### src/rtl/frc_pkg.sv
// ----------------------------------------------------------------------------
// frc_pkg
// Types and constants shared by the frame receiver checker modules.
// ----------------------------------------------------------------------------
`default_nettype none

package frc_pkg;

  // Frame delimiters, as 16-bit little-endian words.
  localparam logic [15:0] HEAD_WORD = 16'h55AA;
  localparam logic [15:0] TAIL_WORD = 16'hEEFF;

  // Verdict codes.
  localparam logic [2:0] ST_OK       = 3'd0;
  localparam logic [2:0] ST_BAD_HEAD = 3'd1;
  localparam logic [2:0] ST_SHORT    = 3'd2;
  localparam logic [2:0] ST_BAD_SUM  = 3'd3;
  localparam logic [2:0] ST_BAD_TAIL = 3'd4;

  // Result kinds.
  localparam logic KIND_PAYLOAD = 1'b0;
  localparam logic KIND_VERDICT = 1'b1;

  typedef enum logic [3:0] {
    PH_HEAD0     = 4'd0,
    PH_HEAD1     = 4'd1,
    PH_ID0       = 4'd2,
    PH_ID1       = 4'd3,
    PH_CMD       = 4'd4,
    PH_LEN0      = 4'd5,
    PH_LEN1      = 4'd6,
    PH_PAYLOAD   = 4'd7,
    PH_CHECK     = 4'd8,
    PH_TAIL0     = 4'd9,
    PH_TAIL1     = 4'd10,
    PH_SKIP      = 4'd11,
    PH_HEAD1_BAD = 4'd12
  } phase_t;

  typedef struct packed {
    logic        result_kind;
    logic [7:0]  payload_byte;
    logic [15:0] payload_index;
    logic [2:0]  status;
    logic [15:0] frame_id;
    logic [7:0]  command;
    logic [15:0] payload_length;
  } frc_result_t;

endpackage

`default_nettype wire

### src/rtl/frc_in_if.sv
// ----------------------------------------------------------------------------
// frc_in_if
// Byte channel into the frame receiver checker.
// ----------------------------------------------------------------------------
`default_nettype none

interface frc_in_if;
  logic       valid;
  logic       ready;
  logic [7:0] rx_byte;
  logic       datagram_end;

  modport source (output valid, output rx_byte, output datagram_end, input ready);
  modport sink   (input valid, input rx_byte, input datagram_end, output ready);
endinterface

`default_nettype wire

### src/rtl/frc_out_if.sv
// ----------------------------------------------------------------------------
// frc_out_if
// Result channel out of the frame receiver checker.
// ----------------------------------------------------------------------------
`default_nettype none

interface frc_out_if;
  logic        valid;
  logic        ready;
  logic        result_kind;
  logic [7:0]  payload_byte;
  logic [15:0] payload_index;
  logic [2:0]  status;
  logic [15:0] frame_id;
  logic [7:0]  command;
  logic [15:0] payload_length;

  modport source (
    output valid, output result_kind, output payload_byte, output payload_index,
    output status, output frame_id, output command, output payload_length,
    input ready
  );
  modport sink (
    input valid, input result_kind, input payload_byte, input payload_index,
    input status, input frame_id, input command, input payload_length,
    output ready
  );
endinterface

`default_nettype wire

### src/rtl/frame_receiver_checker_unit.sv
// An accepted item is held in the input register and its result in the result register.
// Throughput: one input item per cycle unless a result stalls; the parser state updates in one step.
// The input register and the result register let a new item enter while a
// result waits; a stalled result holds only the item behind it.
// Reset (rst_n low, synchronous) empties both registers and rearms the head
// search with all held frame fields cleared.
// ----------------------------------------------------------------------------
// frame_receiver_checker_unit
// Checks the frame at the start of each datagram, passes payload bytes on and
// reports one verdict per datagram.
// ----------------------------------------------------------------------------
`default_nettype none

module frame_receiver_checker_unit (
  input  wire logic clk,
  input  wire logic rst_n,
  frc_in_if.sink    in_ch,
  frc_out_if.source out_ch
);
  import frc_pkg::*;

  logic        item_valid;
  logic [7:0]  item_byte;
  logic        item_end;
  logic        can_load;
  logic        step;
  logic        res_valid;
  frc_result_t res;

  // An item is processed only when the result register can take its result.
  assign step = item_valid && can_load;

  frc_in_stage u_in_stage (
    .clk        (clk),
    .rst_n      (rst_n),
    .in_ch      (in_ch),
    .advance    (step),
    .item_valid (item_valid),
    .item_byte  (item_byte),
    .item_end   (item_end)
  );

  frc_core u_core (
    .clk       (clk),
    .rst_n     (rst_n),
    .step      (step),
    .item_byte (item_byte),
    .item_end  (item_end),
    .res_valid (res_valid),
    .res       (res)
  );

  frc_out_stage u_out_stage (
    .clk      (clk),
    .rst_n    (rst_n),
    .load     (res_valid),
    .res      (res),
    .can_load (can_load),
    .out_ch   (out_ch)
  );

endmodule

`default_nettype wire

### src/rtl/frc_in_stage.sv
// ----------------------------------------------------------------------------
// frc_in_stage
// Input register: holds one received item until the parser takes it.
// ----------------------------------------------------------------------------
`default_nettype none

module frc_in_stage (
  input  wire logic   clk,
  input  wire logic   rst_n,
  frc_in_if.sink      in_ch,
  input  wire logic   advance,
  output logic        item_valid,
  output logic [7:0]  item_byte,
  output logic        item_end
);

  logic       valid_r, valid_nxt;
  logic [7:0] byte_r;
  logic       end_r;
  logic       take;

  // A new item may enter when the register is empty or drains this cycle.
  assign in_ch.ready = !valid_r || advance;
  assign take        = in_ch.valid && in_ch.ready;

  always_comb begin
    valid_nxt = valid_r;
    if (take) begin
      valid_nxt = 1'b1;
    end else if (advance) begin
      valid_nxt = 1'b0;
    end
  end

  always_ff @(posedge clk) begin
    if (!rst_n) begin
      valid_r <= 1'b0;
    end else begin
      valid_r <= valid_nxt;
    end
  end

  always_ff @(posedge clk) begin
    if (take) begin
      byte_r <= in_ch.rx_byte;
      end_r  <= in_ch.datagram_end;
    end
  end

  assign item_valid = valid_r;
  assign item_byte  = byte_r;
  assign item_end   = end_r;

endmodule

`default_nettype wire

### src/rtl/frc_core.sv
// ----------------------------------------------------------------------------
// frc_core
// Frame parser: phase machine, running checksum and held header fields.
// ----------------------------------------------------------------------------
`default_nettype none

module frc_core (
  input  wire logic                 clk,
  input  wire logic                 rst_n,
  input  wire logic                 step,
  input  wire logic [7:0]           item_byte,
  input  wire logic                 item_end,
  output logic                      res_valid,
  output frc_pkg::frc_result_t      res
);
  import frc_pkg::*;

  phase_t      phase_r, phase_nxt;
  logic [15:0] count_r, count_nxt;
  logic [7:0]  sum_r, sum_nxt;
  logic [15:0] id_r, id_nxt;
  logic [7:0]  cmd_r, cmd_nxt;
  logic [15:0] len_r, len_nxt;
  logic        sum_bad_r, sum_bad_nxt;
  logic        tail_bad_r, tail_bad_nxt;

  logic        verdict_v;
  logic [2:0]  verdict_code;
  logic        have_payload;
  logic [16:0] count_inc;
  logic [15:0] len_full;

  assign count_inc = {1'b0, count_r} + 17'd1;
  assign len_full  = {item_byte, len_r[7:0]};

  // Next state.
  always_comb begin
    phase_nxt    = phase_r;
    count_nxt    = count_r;
    sum_nxt      = sum_r;
    id_nxt       = id_r;
    cmd_nxt      = cmd_r;
    len_nxt      = len_r;
    sum_bad_nxt  = sum_bad_r;
    tail_bad_nxt = tail_bad_r;
    if (step) begin
      case (phase_r)
        PH_HEAD0: begin
          count_nxt    = '0;
          sum_nxt      = '0;
          id_nxt       = '0;
          cmd_nxt      = '0;
          len_nxt      = '0;
          sum_bad_nxt  = 1'b0;
          tail_bad_nxt = 1'b0;
          phase_nxt    = (item_byte == HEAD_WORD[7:0]) ? PH_HEAD1 : PH_HEAD1_BAD;
        end
        PH_HEAD1: begin
          phase_nxt = (item_byte != HEAD_WORD[15:8]) ? PH_SKIP : PH_ID0;
        end
        PH_HEAD1_BAD: begin
          phase_nxt = PH_SKIP;
        end
        PH_ID0: begin
          id_nxt    = {8'h00, item_byte};
          sum_nxt   = sum_r + item_byte;
          phase_nxt = PH_ID1;
        end
        PH_ID1: begin
          id_nxt    = {item_byte, id_r[7:0]};
          sum_nxt   = sum_r + item_byte;
          phase_nxt = PH_CMD;
        end
        PH_CMD: begin
          cmd_nxt   = item_byte;
          sum_nxt   = sum_r + item_byte;
          phase_nxt = PH_LEN0;
        end
        PH_LEN0: begin
          len_nxt   = {8'h00, item_byte};
          sum_nxt   = sum_r + item_byte;
          phase_nxt = PH_LEN1;
        end
        PH_LEN1: begin
          len_nxt   = len_full;
          sum_nxt   = sum_r + item_byte;
          count_nxt = '0;
          phase_nxt = (len_full != 16'h0000) ? PH_PAYLOAD : PH_CHECK;
        end
        PH_PAYLOAD: begin
          sum_nxt   = sum_r + item_byte;
          count_nxt = count_inc[15:0];
          if (count_inc >= {1'b0, len_r}) begin
            phase_nxt = PH_CHECK;
          end
        end
        PH_CHECK: begin
          sum_bad_nxt = (item_byte != sum_r);
          phase_nxt   = PH_TAIL0;
        end
        PH_TAIL0: begin
          tail_bad_nxt = (item_byte != TAIL_WORD[7:0]);
          phase_nxt    = PH_TAIL1;
        end
        PH_TAIL1: begin
          if (item_byte != TAIL_WORD[15:8]) begin
            tail_bad_nxt = 1'b1;
          end
          phase_nxt = PH_SKIP;
        end
        default: begin
          phase_nxt = PH_SKIP;
        end
      endcase
      // The end flag always rearms the head search.
      if (item_end) begin
        phase_nxt = PH_HEAD0;
      end
    end
  end

  // Outputs.
  always_comb begin
    verdict_v    = 1'b0;
    verdict_code = ST_OK;
    have_payload = 1'b0;
    case (phase_r)
      PH_HEAD0: begin
        if (item_end) begin
          verdict_v    = 1'b1;
          verdict_code = ST_BAD_HEAD;
        end
      end
      PH_HEAD1: begin
        if (item_byte != HEAD_WORD[15:8]) begin
          verdict_v    = 1'b1;
          verdict_code = ST_BAD_HEAD;
        end
      end
      PH_HEAD1_BAD: begin
        verdict_v    = 1'b1;
        verdict_code = ST_BAD_HEAD;
      end
      PH_PAYLOAD: begin
        have_payload = 1'b1;
      end
      PH_TAIL1: begin
        verdict_v = 1'b1;
        if (sum_bad_r) begin
          verdict_code = ST_BAD_SUM;
        end else if (tail_bad_r || (item_byte != TAIL_WORD[15:8])) begin
          verdict_code = ST_BAD_TAIL;
        end else begin
          verdict_code = ST_OK;
        end
      end
      default: begin
        verdict_v = 1'b0;
      end
    endcase
    // A datagram that stops inside the frame after a good first head byte.
    if (item_end && !verdict_v && (phase_r inside {[PH_HEAD1:PH_TAIL0]})) begin
      verdict_v    = 1'b1;
      verdict_code = ST_SHORT;
    end

    res_valid          = step && (verdict_v || have_payload);
    res.result_kind    = verdict_v ? KIND_VERDICT : KIND_PAYLOAD;
    res.payload_byte   = verdict_v ? 8'h00 : item_byte;
    res.payload_index  = verdict_v ? 16'h0000 : count_r;
    res.status         = verdict_v ? verdict_code : ST_OK;
    res.frame_id       = id_nxt;
    res.command        = cmd_nxt;
    res.payload_length = len_nxt;
  end

  always_ff @(posedge clk) begin
    if (!rst_n) begin
      phase_r    <= PH_HEAD0;
      count_r    <= '0;
      sum_r      <= '0;
      id_r       <= '0;
      cmd_r      <= '0;
      len_r      <= '0;
      sum_bad_r  <= 1'b0;
      tail_bad_r <= 1'b0;
    end else begin
      phase_r    <= phase_nxt;
      count_r    <= count_nxt;
      sum_r      <= sum_nxt;
      id_r       <= id_nxt;
      cmd_r      <= cmd_nxt;
      len_r      <= len_nxt;
      sum_bad_r  <= sum_bad_nxt;
      tail_bad_r <= tail_bad_nxt;
    end
  end

`ifndef ASSERT_OFF
  a_end_rearms: assert property (@(posedge clk) disable iff (!rst_n)
    step && item_end |=> phase_r == PH_HEAD0)
    else $error("end of datagram did not rearm the head search");

  a_payload_phase: assert property (@(posedge clk) disable iff (!rst_n)
    res_valid && (res.result_kind == KIND_PAYLOAD) |-> phase_r == PH_PAYLOAD)
    else $error("payload item outside the payload phase");

  a_index_in_range: assert property (@(posedge clk) disable iff (!rst_n)
    phase_r == PH_PAYLOAD |-> count_r < len_r)
    else $error("payload index reached the length field");

  a_bad_head_verdict: assert property (@(posedge clk) disable iff (!rst_n)
    step && (phase_r == PH_HEAD1_BAD) |-> res_valid && (res.status == ST_BAD_HEAD))
    else $error("bad first head byte gave no bad head verdict");
`endif

endmodule

`default_nettype wire

### src/rtl/frc_out_stage.sv
// ----------------------------------------------------------------------------
// frc_out_stage
// Result register: holds one result item until the sink takes it.
// ----------------------------------------------------------------------------
`default_nettype none

module frc_out_stage (
  input  wire logic                 clk,
  input  wire logic                 rst_n,
  input  wire logic                 load,
  input  wire frc_pkg::frc_result_t res,
  output logic                      can_load,
  frc_out_if.source                 out_ch
);
  import frc_pkg::*;

  logic        valid_r, valid_nxt;
  frc_result_t res_r;

  assign can_load = !valid_r || out_ch.ready;

  always_comb begin
    valid_nxt = valid_r;
    if (load) begin
      valid_nxt = 1'b1;
    end else if (out_ch.ready) begin
      valid_nxt = 1'b0;
    end
  end

  always_ff @(posedge clk) begin
    if (!rst_n) begin
      valid_r <= 1'b0;
    end else begin
      valid_r <= valid_nxt;
    end
  end

  always_ff @(posedge clk) begin
    if (load) begin
      res_r <= res;
    end
  end

  assign out_ch.valid          = valid_r;
  assign out_ch.result_kind    = res_r.result_kind;
  assign out_ch.payload_byte   = res_r.payload_byte;
  assign out_ch.payload_index  = res_r.payload_index;
  assign out_ch.status         = res_r.status;
  assign out_ch.frame_id       = res_r.frame_id;
  assign out_ch.command        = res_r.command;
  assign out_ch.payload_length = res_r.payload_length;

endmodule

`default_nettype wire

### src/flat_wrapper.sv
// flat-port wrapper written by rule: the top's interface ports become plain ports
module frame_receiver_checker_unit_flat import frc_pkg::*;
  (clk, rst_n, in_ch_valid, in_ch_rx_byte, in_ch_datagram_end, in_ch_ready, out_ch_valid, out_ch_result_kind, out_ch_payload_byte, out_ch_payload_index, out_ch_status, out_ch_frame_id, out_ch_command, out_ch_payload_length, out_ch_ready);
  frc_in_if in_ch_i ();
  frc_out_if out_ch_i ();
  input  wire logic clk;
  input  wire logic rst_n;
  input wire logic [$bits(in_ch_i.valid)-1:0] in_ch_valid;
  input wire logic [$bits(in_ch_i.rx_byte)-1:0] in_ch_rx_byte;
  input wire logic [$bits(in_ch_i.datagram_end)-1:0] in_ch_datagram_end;
  output wire logic [$bits(in_ch_i.ready)-1:0] in_ch_ready;
  output wire logic [$bits(out_ch_i.valid)-1:0] out_ch_valid;
  output wire logic [$bits(out_ch_i.result_kind)-1:0] out_ch_result_kind;
  output wire logic [$bits(out_ch_i.payload_byte)-1:0] out_ch_payload_byte;
  output wire logic [$bits(out_ch_i.payload_index)-1:0] out_ch_payload_index;
  output wire logic [$bits(out_ch_i.status)-1:0] out_ch_status;
  output wire logic [$bits(out_ch_i.frame_id)-1:0] out_ch_frame_id;
  output wire logic [$bits(out_ch_i.command)-1:0] out_ch_command;
  output wire logic [$bits(out_ch_i.payload_length)-1:0] out_ch_payload_length;
  input wire logic [$bits(out_ch_i.ready)-1:0] out_ch_ready;
  assign in_ch_i.valid = in_ch_valid;
  assign in_ch_i.rx_byte = in_ch_rx_byte;
  assign in_ch_i.datagram_end = in_ch_datagram_end;
  assign in_ch_ready = in_ch_i.ready;
  assign out_ch_valid = out_ch_i.valid;
  assign out_ch_result_kind = out_ch_i.result_kind;
  assign out_ch_payload_byte = out_ch_i.payload_byte;
  assign out_ch_payload_index = out_ch_i.payload_index;
  assign out_ch_status = out_ch_i.status;
  assign out_ch_frame_id = out_ch_i.frame_id;
  assign out_ch_command = out_ch_i.command;
  assign out_ch_payload_length = out_ch_i.payload_length;
  assign out_ch_i.ready = out_ch_ready;
  frame_receiver_checker_unit u_core (.clk(clk), .rst_n(rst_n), .in_ch(in_ch_i), .out_ch(out_ch_i));
endmodule
### config.mk
export PLATFORM = sky130hd
export DESIGN_NAME = frame_receiver_checker_unit_flat
export DESIGN_NICKNAME = d
export VERILOG_FILES = /design/src/rtl/frc_pkg.sv /design/src/rtl/frc_in_if.sv /design/src/rtl/frc_out_if.sv /design/src/rtl/frame_receiver_checker_unit.sv /design/src/rtl/frc_in_stage.sv /design/src/rtl/frc_core.sv /design/src/rtl/frc_out_stage.sv /design/src/flat_wrapper.sv
export SDC_FILE = /design/constraint.sdc
export NUM_CORES = 1
export LEC_CHECK = 0
export BUFFER_PORTS_ARGS = -buffer_cell sky130_fd_sc_hd__buf_4
export CAP_MARGIN = 0
export CORE_MARGIN = 8
export CORE_UTILIZATION = 50
export CTS_CLUSTER_DIAMETER = 150
export DETAILED_ROUTE_END_ITERATION = 16
export GPL_TIMING_DRIVEN = 0
export PLACE_DENSITY = 0.67
export SLEW_MARGIN = 20
export SYNTH_ARGS = -nofsm -noshare
export SYNTH_HDL_FRONTEND = slang
export SYNTH_HIERARCHICAL = 1
export SYNTH_SLANG_ARGS = --single-unit
### constraint.sdc
create_clock -name clk -period 11.3 [get_ports clk]
set_input_delay 1.695 -clock clk [delete_from_list [all_inputs] [get_ports clk]]
set_output_delay 1.695 -clock clk [all_outputs]
set_load 0.005 [all_outputs]
==> results.toml, run 1 <==
[outcome]
status = "completed"

[synth]
synth_compound_area_share_pct = 11.8
synth.mux.area_fraction_pct = 0.962
synthArstFlopShare_pct = 0
synth_cells = 647
synth.distinct_cells = 59
synth_top_cell_area_share_pct = 34.2
synth_adder_area_share_pct = 4.74
yosys.area_share.xor_xnor_pct = 2.72
yosysTopAreaCell = "edfxtp_1"
syn_nets = 685
synth_warnings = 6
yosysSeqAreaShare_pct = 55.5
yosys.area_share.simple_pct = 20.8
synth-seq-cells = 149
synthTopCellsByArea = "edfxtp_1 34%, dfxtp_1 21%, and2_1 6.3%"
synth_area_per_cell_um2 = 10.5
synth-edff-count = 77
synth_top_family_by_area = "simple AND/OR/NAND/NOR gates"
syn-cell-area_um2 = 6760
synthFlopType = "edfxtp_1"

[drt]
ant_nets = 0
vias_per_cell = 5.52
firstDrtPassIters = 5
finalWirelength_um = 16700
route.vias.total = 5192
drcViolationCount = 0
drt_iter0_markers = 435
wl_per_cell_um = 17.8

[final_layout]
final_cells = 940
syn2layout_area_growth_pct = 22.3
drive_gt1_share_pct = 18.5
antenna_cells = 0
post-route-util_pct = 62.4
fin_nets = 789

[timing]
whs_ps = 487
finalMaxSlewViolations = 0
setup_viol = 0
setup_ws_ps = 7010
fin_skew_ps = 7.72
rsz0062_at_grt = "no"
hold_viol = 0
fmax_ghz = 0.233
timing.final.crit_share_pct = 37.9
slew_headroom_pct = 58.8
final.setup.tns_ps = 0
layout_min_cycle_time_ps = 4290
tightestPinTransition_ps = 617

[floorplan]
die_y_um = 132
initial_core_util_pct = 51.1
die-width_um = 132
pin_count = 83
fp.dieArea_um2 = 17500
rows = 42
coreArea_um2 = 13200

[global_route]
grt_pass1_vias = 5155
antenna_found_initial = 0
grt_pass1_wl_um = 27100
globalRoute.totalOverflow = 0
grt_use_total_pct = 19.7
grt_max_degree = 27

[place]
numPortBuffers = 82
gp_congestion = 0.875
dpl.hpwl_um = 12200
place_ws_ps = 7020
dp_cells = 908

[clock_tree]
numCtsBuffers = 17
cts-root-buf = "clkbuf_16"
path_clk_slew_ps = 60
cts_tree = "done"
post-cts-setup-buffers = 0
cts_htree_levels = 4
clk_latency_ps = 430
cts_resized = 0
clockBufferDepth = 2
hold_buffers = 0
cts_sinks = 149

[pwr]
vdd_drop_max_uv = 112
power_density_nw_per_um2 = 154
p_leak_nw = 3.19

[setup_path]
cp_max_fo = 8
crit_path_end_kind = "output pin"
crit_path_top_delay_cell = "and2_1"
critical-path-top-delay-family = "simple AND/OR/NAND/NOR gates"
crit_buf_inv = 2
path_cells = "buf_4 -> nand2b_4 -> and2_1 -> nand2b_4 -> buf_4"
critPathRequiredTime_ps = 9610
critPathKind = "in -> out"
slowest_delay_ps = 380
arrival_ps = 2590
startpoint_type = "input pin"

[worst_hold_path]
hold_path_class = "reg -> reg"

[flow_run]
drv_cap = 0
## synth_stat cells (6+ instances only)
| library cell | n |
|---|---|
| edfxtp_1 | 77 |
| nand2_1 | 74 |
| dfxtp_1 | 72 |
| and2_1 | 68 |
| o21ai_0 | 48 |
| nor2_1 | 38 |
| inv_1 | 28 |
| a21oi_1 | 24 |
| ha_1 | 24 |
| clkbuf_1 | 20 |
| nand3_1 | 16 |
| nor3_1 | 13 |
| xnor2_1 | 13 |
| nand4_1 | 11 |
| a21o_1 | 9 |
| a22oi_1 | 8 |
| o2bb2ai_1 | 8 |
| or3_1 | 8 |
| xor2_1 | 8 |
| nor4_1 | 7 |
| buf_2 | 6 |
## stage by stage
| stage | cell area [um2] | total power, mW |
|---|---|---|
| after detailed placement | 7690 | 0.732 |
| after floorplan | 6760 | 0.677 |
| final | 8270 | 1.27 |
| after CTS | 8270 | 1.28 |
| after global routing | 8270 | 1.32 |
| after global placement | 7600 | 0.729 |
## worst register-to-register path: cells and delay by family, from the launching register on
| family | cells | cell delay, ps |
|---|---|---|
| xor gates and xnor gates | 1 | 230 |
| adders and majority gates | 2 | 540 |
| buffers and inverters | 1 | 100 |
| DFF | 1 | 470 |
| and+or+nand+nor | 3 | 760 |
| AOI/OAI and AO/OA | 3 | 840 |
| muxes | 1 | 330 |
## registers in the layout, indices dropped and copies added, names as in the netlist, 3 cells and up
signal and count:
u_core/u_core/phase_r 4, u_core/u_out_stage/out_ch.payload_length 16, u_core/u_out_stage/out_ch.frame_id 16, u_core/u_in_stage/item_byte 8, u_core/u_out_stage/out_ch.payload_index 16, u_core/u_out_stage/out_ch.payload_byte 8
u_core/u_core/count_r 16, u_core/u_out_stage/out_ch.status 3, u_core/u_core/sum_r 8, u_core/u_core/cmd_r 8, u_core/u_core/len_r 16, u_core/u_core/id_r 16
u_core/u_out_stage/out_ch.command 8
## area by class of cell
type,instances,area [um2]
Clock inverter,15,153
Fill cell,1148,4970
Tap cell,176,220
Inverter,28,105
Clock buffer,17,425
Sequential cell,149,3750
Multi-Input combinational cell,440,2780
Timing Repair Buffer,85,698
Buffer,30,133
## power breakdown
part | internal [mW] | switching (mW) | leakage [nW]
combinational | 0.0481 | 0.0716 | 1.58
clock | 0.325 | 0.226 | 0.273
sequential | 0.590 | 0.00997 | 1.33
## final timing paths
path | start | slack (ps) | to | cells past startpoint
max | out_ch_ready | 7010 | in_ch_ready | 5
min | u_core/u_core/sum_r[6] | 490 | u_core/u_core/sum_r[6] | 2
max reg2reg | u_core/u_core/count_r[0] | 7910 | u_core/u_core/phase_r[0] | 11
min reg2reg | u_core/u_core/sum_r[6] | 490 | u_core/u_core/sum_r[6] | 2
## cell families after synthesis
family | after synthesis
xor gates and xnor gates | 21
muxes | 6
adders and majority gates | 25
DFF | 149
buffers and inverters | 58
and+or+nand+nor | 266
AOI/OAI and AO/OA | 122
## per-layer routing
layer	wire, um	track usage, %	part of all wire (%)	vias to the layer above
met5	0	0	0	-
met4	366	8.01	2.2	0
met3	1080	4.99	6.4	26
met2	7930	31.6	47	176
met1	7350	24.9	44	2489
li1	-	-	-	2501
## layout by cell type (no fill, tap or decap), types with 5 or more instances in the layout
master and n:
a211oi_1 5, dfxtp_1 72, and3_1 5, nor2_1 38
a22oi_1 8, xnor2_1 13, nand2_1 74, o21ai_0 48
a21oi_1 24, or3_1 8, clkbuf_1 20, and2_1 68
nand3_1 16, xor2_1 8, nand2b_1 5, edfxtp_1 77
buf_4 85, ha_1 24, nor2b_1 5, mux2i_1 5
nand4_1 11, nor4_1 7, o2bb2ai_1 8, a21o_1 9
inv_1 28, nor3_1 13, clkbuf_16 17, buf_2 6
Note: power is estimated with default switching activity, not from simulation.
==> run 2: changes to the inputs <==
--- a/config.mk
+++ b/config.mk
@@ -12,7 +12,7 @@
 export CTS_CLUSTER_DIAMETER = 150
 export DETAILED_ROUTE_END_ITERATION = 16
 export GPL_TIMING_DRIVEN = 0
-export PLACE_DENSITY = 0.67
+export PLACE_DENSITY = 0.7
 export SLEW_MARGIN = 20
 export SYNTH_ARGS = -nofsm -noshare
 export SYNTH_HDL_FRONTEND = slang
==> constraint.sdc (replaced) <==
create_clock -name clk -period 3.8 [get_ports clk]
set_input_delay 0.57 -clock clk [delete_from_list [all_inputs] [get_ports clk]]
set_output_delay 0.57 -clock clk [all_outputs]
set_load 0.005 [all_outputs]
==> results.toml, run 2 (same netlist as run 1, synthesis figures left out) <==
[floorplan]
pin_count = 83
initial_core_util_pct = 51.1
coreArea_um2 = 13200
die_y_um = 132
rows = 42
fp.dieArea_um2 = 17500
die-width_um = 132

[clock_tree]
cts-root-buf = "clkbuf_16"
cts_htree_levels = 4
cts_resized = 0
path_clk_slew_ps = 60
cts_tree = "done"
clk_latency_ps = 430
post-cts-setup-buffers = 0
cts_sinks = 149
numCtsBuffers = 17
clockBufferDepth = 2
hold_buffers = 0

[global_route]
grt_util_met3_pct = 5.64
grt_use_total_pct = 19.1
grt_pass1_wl_um = 26500
met1_usage_pct = 24.2
antenna_found_initial = 0
grtUsageMet2_pct = 30.1
top_usage_layer = "met2"
grt_max_degree = 28
grt_pass1_vias = 5131
globalRoute.totalOverflow = 0

[place]
dpl.hpwl_um = 11800
gp_congestion = 0.870
numPortBuffers = 82
place_ws_ps = 373
dp_cells = 908
postPlaceCellArea_um2 = 7690

[drt]
ant_nets = 0
firstDrtPassIters = 5
route.vias.total = 5213
wl_per_cell_um = 17.6
vias_per_cell = 5.55
finalWirelength_um = 16600
drt_iter0_markers = 461
drcViolationCount = 0

[worst_hold_path]
hold_path_class = "in -> reg"

[pwr]
vdd_drop_max_uv = 316
switching_share_pct = 23.9
p_seq_share_pct = 46.4
p_comb_share_pct = 9.3
clkPwrFrac_pct = 44.3
p_int_mw = 2.93
p_leak_nw = 3.21
power_density_nw_per_um2 = 463
p_sw_uw = 918

[timing]
fmax_ghz = 0.293
fin_skew_ps = 10.2
setup_viol = 0
hold_viol = 0
rsz0062_at_grt = "no"
slew_headroom_pct = 55.3
setup_ws_ps = 383
timing.final.crit_share_pct = 89.9
finalMaxSlewViolations = 0
layout_min_cycle_time_ps = 3420
whs_ps = 320
tightestPinTransition_ps = 671

[final_layout]
fin_area_um2 = 8300
drive_gt1_share_pct = 18.5
mostFrequentLayoutCells = "85 x buf_4, 77 x edfxtp_1, 74 x nand2_1"
fin_nets = 789
syn2layout_area_growth_pct = 22.8
antenna_cells = 0
mostFrequentLayoutCell = "buf_4"
fillers = 1098
final_cells = 940

[setup_path]
path_cells = "ha_1 -> inv_1 -> nor3_2 -> nand3_1 -> xnor2_1 -> ha_1 -> a21o_1 -> a2111oi_4 -> nand2_2 -> a22oi_4 -> mux2_4"
startpoint_type = "flop"
crit_path_top_delay_cell = "dfxtp_1"
critPathRequiredTime_ps = 4110
critPathKind = "reg -> reg"
crit_buf_inv = 1
critPathMostFrequentCell = "ha_1"
cp_max_fo = 7
crit_path_end_kind = "flop"
slowest_delay_ps = 470
critical-path-top-delay-family = "compound AO/OA/AOI/OAI gates"
arrival_ps = 3730

[outcome]
status = "completed"

[flow_run]
drv_cap = 0
run 2: final cells by class:
| cell class | instances | area [um2] | area share (%) |
|---|---|---|---|
| Multi-Input combinational cell | 440 | 2780 | 33.5 |
| Clock inverter | 11 | 106 | 1.28 |
| Clock buffer | 21 | 504 | 6.07 |
| Inverter | 28 | 105 | 1.27 |
| Timing Repair Buffer | 85 | 698 | 8.41 |
| Buffer | 30 | 133 | 1.60 |
| Tap cell | 176 | 220 | 2.65 |
| Sequential cell | 149 | 3750 | 45.2 |
run 2: metal layers:
layer  vias up  part of all wire [%]
met3        27                   7.5
met5         -                     0
met4         0                   1.9
met2       215                    46
li1       2496                     -
met1      2475                    44
run 2: worst paths after layout:
kind | start | to | slack [ps] | depth (start not counted)
worst max-delay path | u_core/u_core/count_r[0] | u_core/u_core/phase_r[0] | 380 | 11
worst min register to register | u_core/u_core/sum_r[6] | u_core/u_core/sum_r[6] | 480 | 2
worst min-delay path | in_ch_datagram_end | u_core/u_in_stage/item_end | 320 | 1
worst max register to register | u_core/u_core/count_r[0] | u_core/u_core/phase_r[0] | 380 | 11
run 2: per-stage QoR:
step | TNS [ps] | power (mW) | util [%]
CTS | 0 | 3.87 | 62.7
global placement | -71510 | 2.15 | 57.4
finish | 0 | 3.84 | 62.7
floorplan | 0 | 2.00 | -
global route | 0 | 3.97 | 62.7
detailed placement | 0 | 2.17 | 58.1
run 2: power groups by stage:
stage / Combinational [mW] / Clock [mW] / Sequential, mW
detailed placement: 0.355 / 0 / 1.82
global placement: 0.330 / 0 / 1.82
finish: 0.357 / 1.70 / 1.78
global route: 0.388 / 1.79 / 1.79
floorplan: 0.183 / 0 / 1.82
CTS: 0.358 / 1.73 / 1.78
==> run 3: changes to the inputs <==
--- a/config.mk
+++ b/config.mk
@@ -5,6 +5,7 @@
 export SDC_FILE = /design/constraint.sdc
 export NUM_CORES = 1
 export LEC_CHECK = 0
+export ABC_AREA = 1
 export BUFFER_PORTS_ARGS = -buffer_cell sky130_fd_sc_hd__buf_4
 export CAP_MARGIN = 0
 export CORE_MARGIN = 8
==> results.toml, run 3 <==
[setup_path]
crit_path_top_delay_cell = "nor4_1"
critPathKind = "reg -> reg"
startpoint_type = "flop"
cp_max_fo = 8
arrival_ps = 3340
critPathRequiredTime_ps = 4110
path_cells = "inv_1 -> nor4_1 -> nand2_1 -> nor2_1 -> nand2_1 -> and2_1 -> ha_1 -> and3_1 -> nand3_1 -> o21ai_0 -> a21oi_1 -> nand2_1 -> nand3_1 -> nand2_1 -> nor2_1"
slowest_delay_ps = 560
critPathMostFrequentCell = "nand2_1"
crit_path_end_kind = "flop"

[drt]
m1WireLength_um = 6630
drcViolationCount = 0
drt_iter0_markers = 500
firstDrtPassIters = 7
wl_met2_um = 7980
top_layer_used = "met4"
vias_per_cell = 5.04
ant_nets = 0
met3_length_um = 1000
wl_per_cell_um = 14.8
route.vias.total = 5432
finalWirelength_um = 15900

[timing]
tightestPinTransition_ps = 1060
slew_headroom_pct = 29.3
fmax_ghz = 0.330
whs_ps = 320
setup_viol = 0
setup_ws_ps = 766
rsz0062_at_grt = "no"
hold_viol = 0
layout_min_cycle_time_ps = 3030
timing.final.crit_share_pct = 79.8
finalMaxSlewViolations = 0
fin_skew_ps = 8.54

[synth]
yosysTopAreaCell = "edfxtp_1"
synthFlopType = "edfxtp_1"
synth-edff-count = 77
synthTopCellsByArea = "edfxtp_1 34%, dfxtp_1 21%, nand2_1 11%"
synth_warnings = 6
yosys.cell_count.top_type = "nand2_1"
syn_nets = 823
synthArstFlopShare_pct = 0
syn-cell-area_um2 = 6800
synth-seq-cells = 149
synth_top_cell_area_share_pct = 34.0
yosysSeqAreaShare_pct = 55.2
synthTopCellsByCount = "202 x nand2_1, 125 x inv_1, 79 x nor2_1"
synth_cells = 785
synth_area_per_cell_um2 = 8.66
synth.distinct_cells = 36

[final_layout]
mostFrequentLayoutCell = "nand2_1"
syn2layout_area_growth_pct = 21.8
post-route-util_pct = 62.5
mostFrequentLayoutCells = "202 x nand2_1, 125 x inv_1, 85 x buf_4"
fin_nets = 927
drive_gt1_share_pct = 16.4
fin_area_um2 = 8280
antenna_cells = 0

[global_route]
antenna_found_initial = 0
globalRoute.totalOverflow = 0
grt_pass1_wl_um = 25700
grt_pass1_vias = 5280
grt_max_degree = 28
grt_use_total_pct = 18.4

[floorplan]
rows = 42
die_y_um = 133
coreArea_um2 = 13200
fp.dieArea_um2 = 17600
pin_count = 83
initial_core_util_pct = 51.4
die-width_um = 133

[clock_tree]
cts-root-buf = "clkbuf_16"
cts_htree_levels = 4
clockBufferDepth = 2
numCtsBuffers = 17
cts_tree = "done"
post-cts-setup-buffers = 0
cts_resized = 0
cts_sinks = 149
path_clk_slew_ps = 60
hold_buffers = 0
clk_latency_ps = 420

[place]
place_ws_ps = 845
dpl.hpwl_um = 12300
numPortBuffers = 82
postPlaceCellArea_um2 = 7730
gp_congestion = 0.861

[pwr]
p_sw_uw = 929
p_int_mw = 2.87
p_total_mw = 3.80
p_seq_share_pct = 47.9
power_density_nw_per_um2 = 459
p_leak_nw = 3.55
clkPwrFrac_pct = 40.7
vdd_drop_max_uv = 222
switching_share_pct = 24.4
p_comb_share_pct = 11.4

[worst_hold_path]
hold_path_class = "in -> reg"

[flow_run]
drv_cap = 0

[outcome]
status = "completed"
==> run 3: cell types whose count changed in the layout (fill, tap and decap cells not counted), moves of 10 or more <==
cell	delta
nand2_1	+128
inv_1	+97
and2_1	-67
a21oi_1	+45
nor2_1	+41
o21ai_0	-40
o22ai_1	+16
xnor2_1	-13
nand3_1	+12
clkbuf_1	-10
==> run 3: worst max-delay path: cells and delay by family (launching register included) <==
| kind | cells | cell delay, ps |
|---|---|---|
| and+or+nand+nor | 11 | 1860 |
| buffers and inverters | 1 | 120 |
| adders and majority gates | 1 | 310 |
| DFF | 1 | 380 |
| AOI/OAI and AO/OA | 2 | 240 |
==> run 3: cells by family after synthesis <==
kind of cell,share of synthesized area (%)
simple gates,20.8
flops,55.2
buf+inv,8.50
compound gates,8.85
fa+ha+maj,4.71
xor+xnor,1.93
==> run 3: final cells by class <==
cell class | instances | area [um2]
buffer | 16 | 82.6
clock buffer | 21 | 450
clock inverter | 11 | 103
fill | 1160 | 4960
inverter | 132 | 495
multi-input combinational | 488 | 2480
sequential | 149 | 3750
tap | 176 | 220
timing repair buffer | 85 | 698
==> run 3: worst paths after layout <==
path	startpoint	end	slack [ps]	cells after the start
max	u_core/u_core/count_r[4]	u_core/u_core/phase_r[0]	770	15
min	in_ch_rx_byte[2]	u_core/u_in_stage/item_byte[2]	320	1
max reg2reg	u_core/u_core/count_r[4]	u_core/u_core/phase_r[0]	770	15
min reg2reg	u_core/u_core/id_r[6]	u_core/u_core/id_r[6]	470	2
==> run 3: power by group through the flow <==
stage	registers, mW	logic [mW]	clock network, mW
floorplan	1.86	0.225	0
global placement	1.86	0.405	0
detailed placement	1.86	0.434	0
CTS	1.82	0.437	1.57
global route	1.83	0.475	1.65
finish	1.82	0.432	1.55
==> run 3: metal layers <==
| layer | vias to the layer above | GRT usage [%] |
|---|---|---|
| met4 | 0 | 7.32 |
| met2 | 168 | 31.4 |
| met1 | 2504 | 21.2 |
| met3 | 28 | 5.53 |
| li1 | 2732 | - |
| met5 | - | 0 |
==> run 3: stage by stage <==
step / TNS [ps] / instances
after floorplan: 0 / 785
after global placement: -49200 / 1043
after detailed placement: 0 / 1046
after CTS: 0 / 1078
after global routing: 0 / 1078
final: 0 / 1078
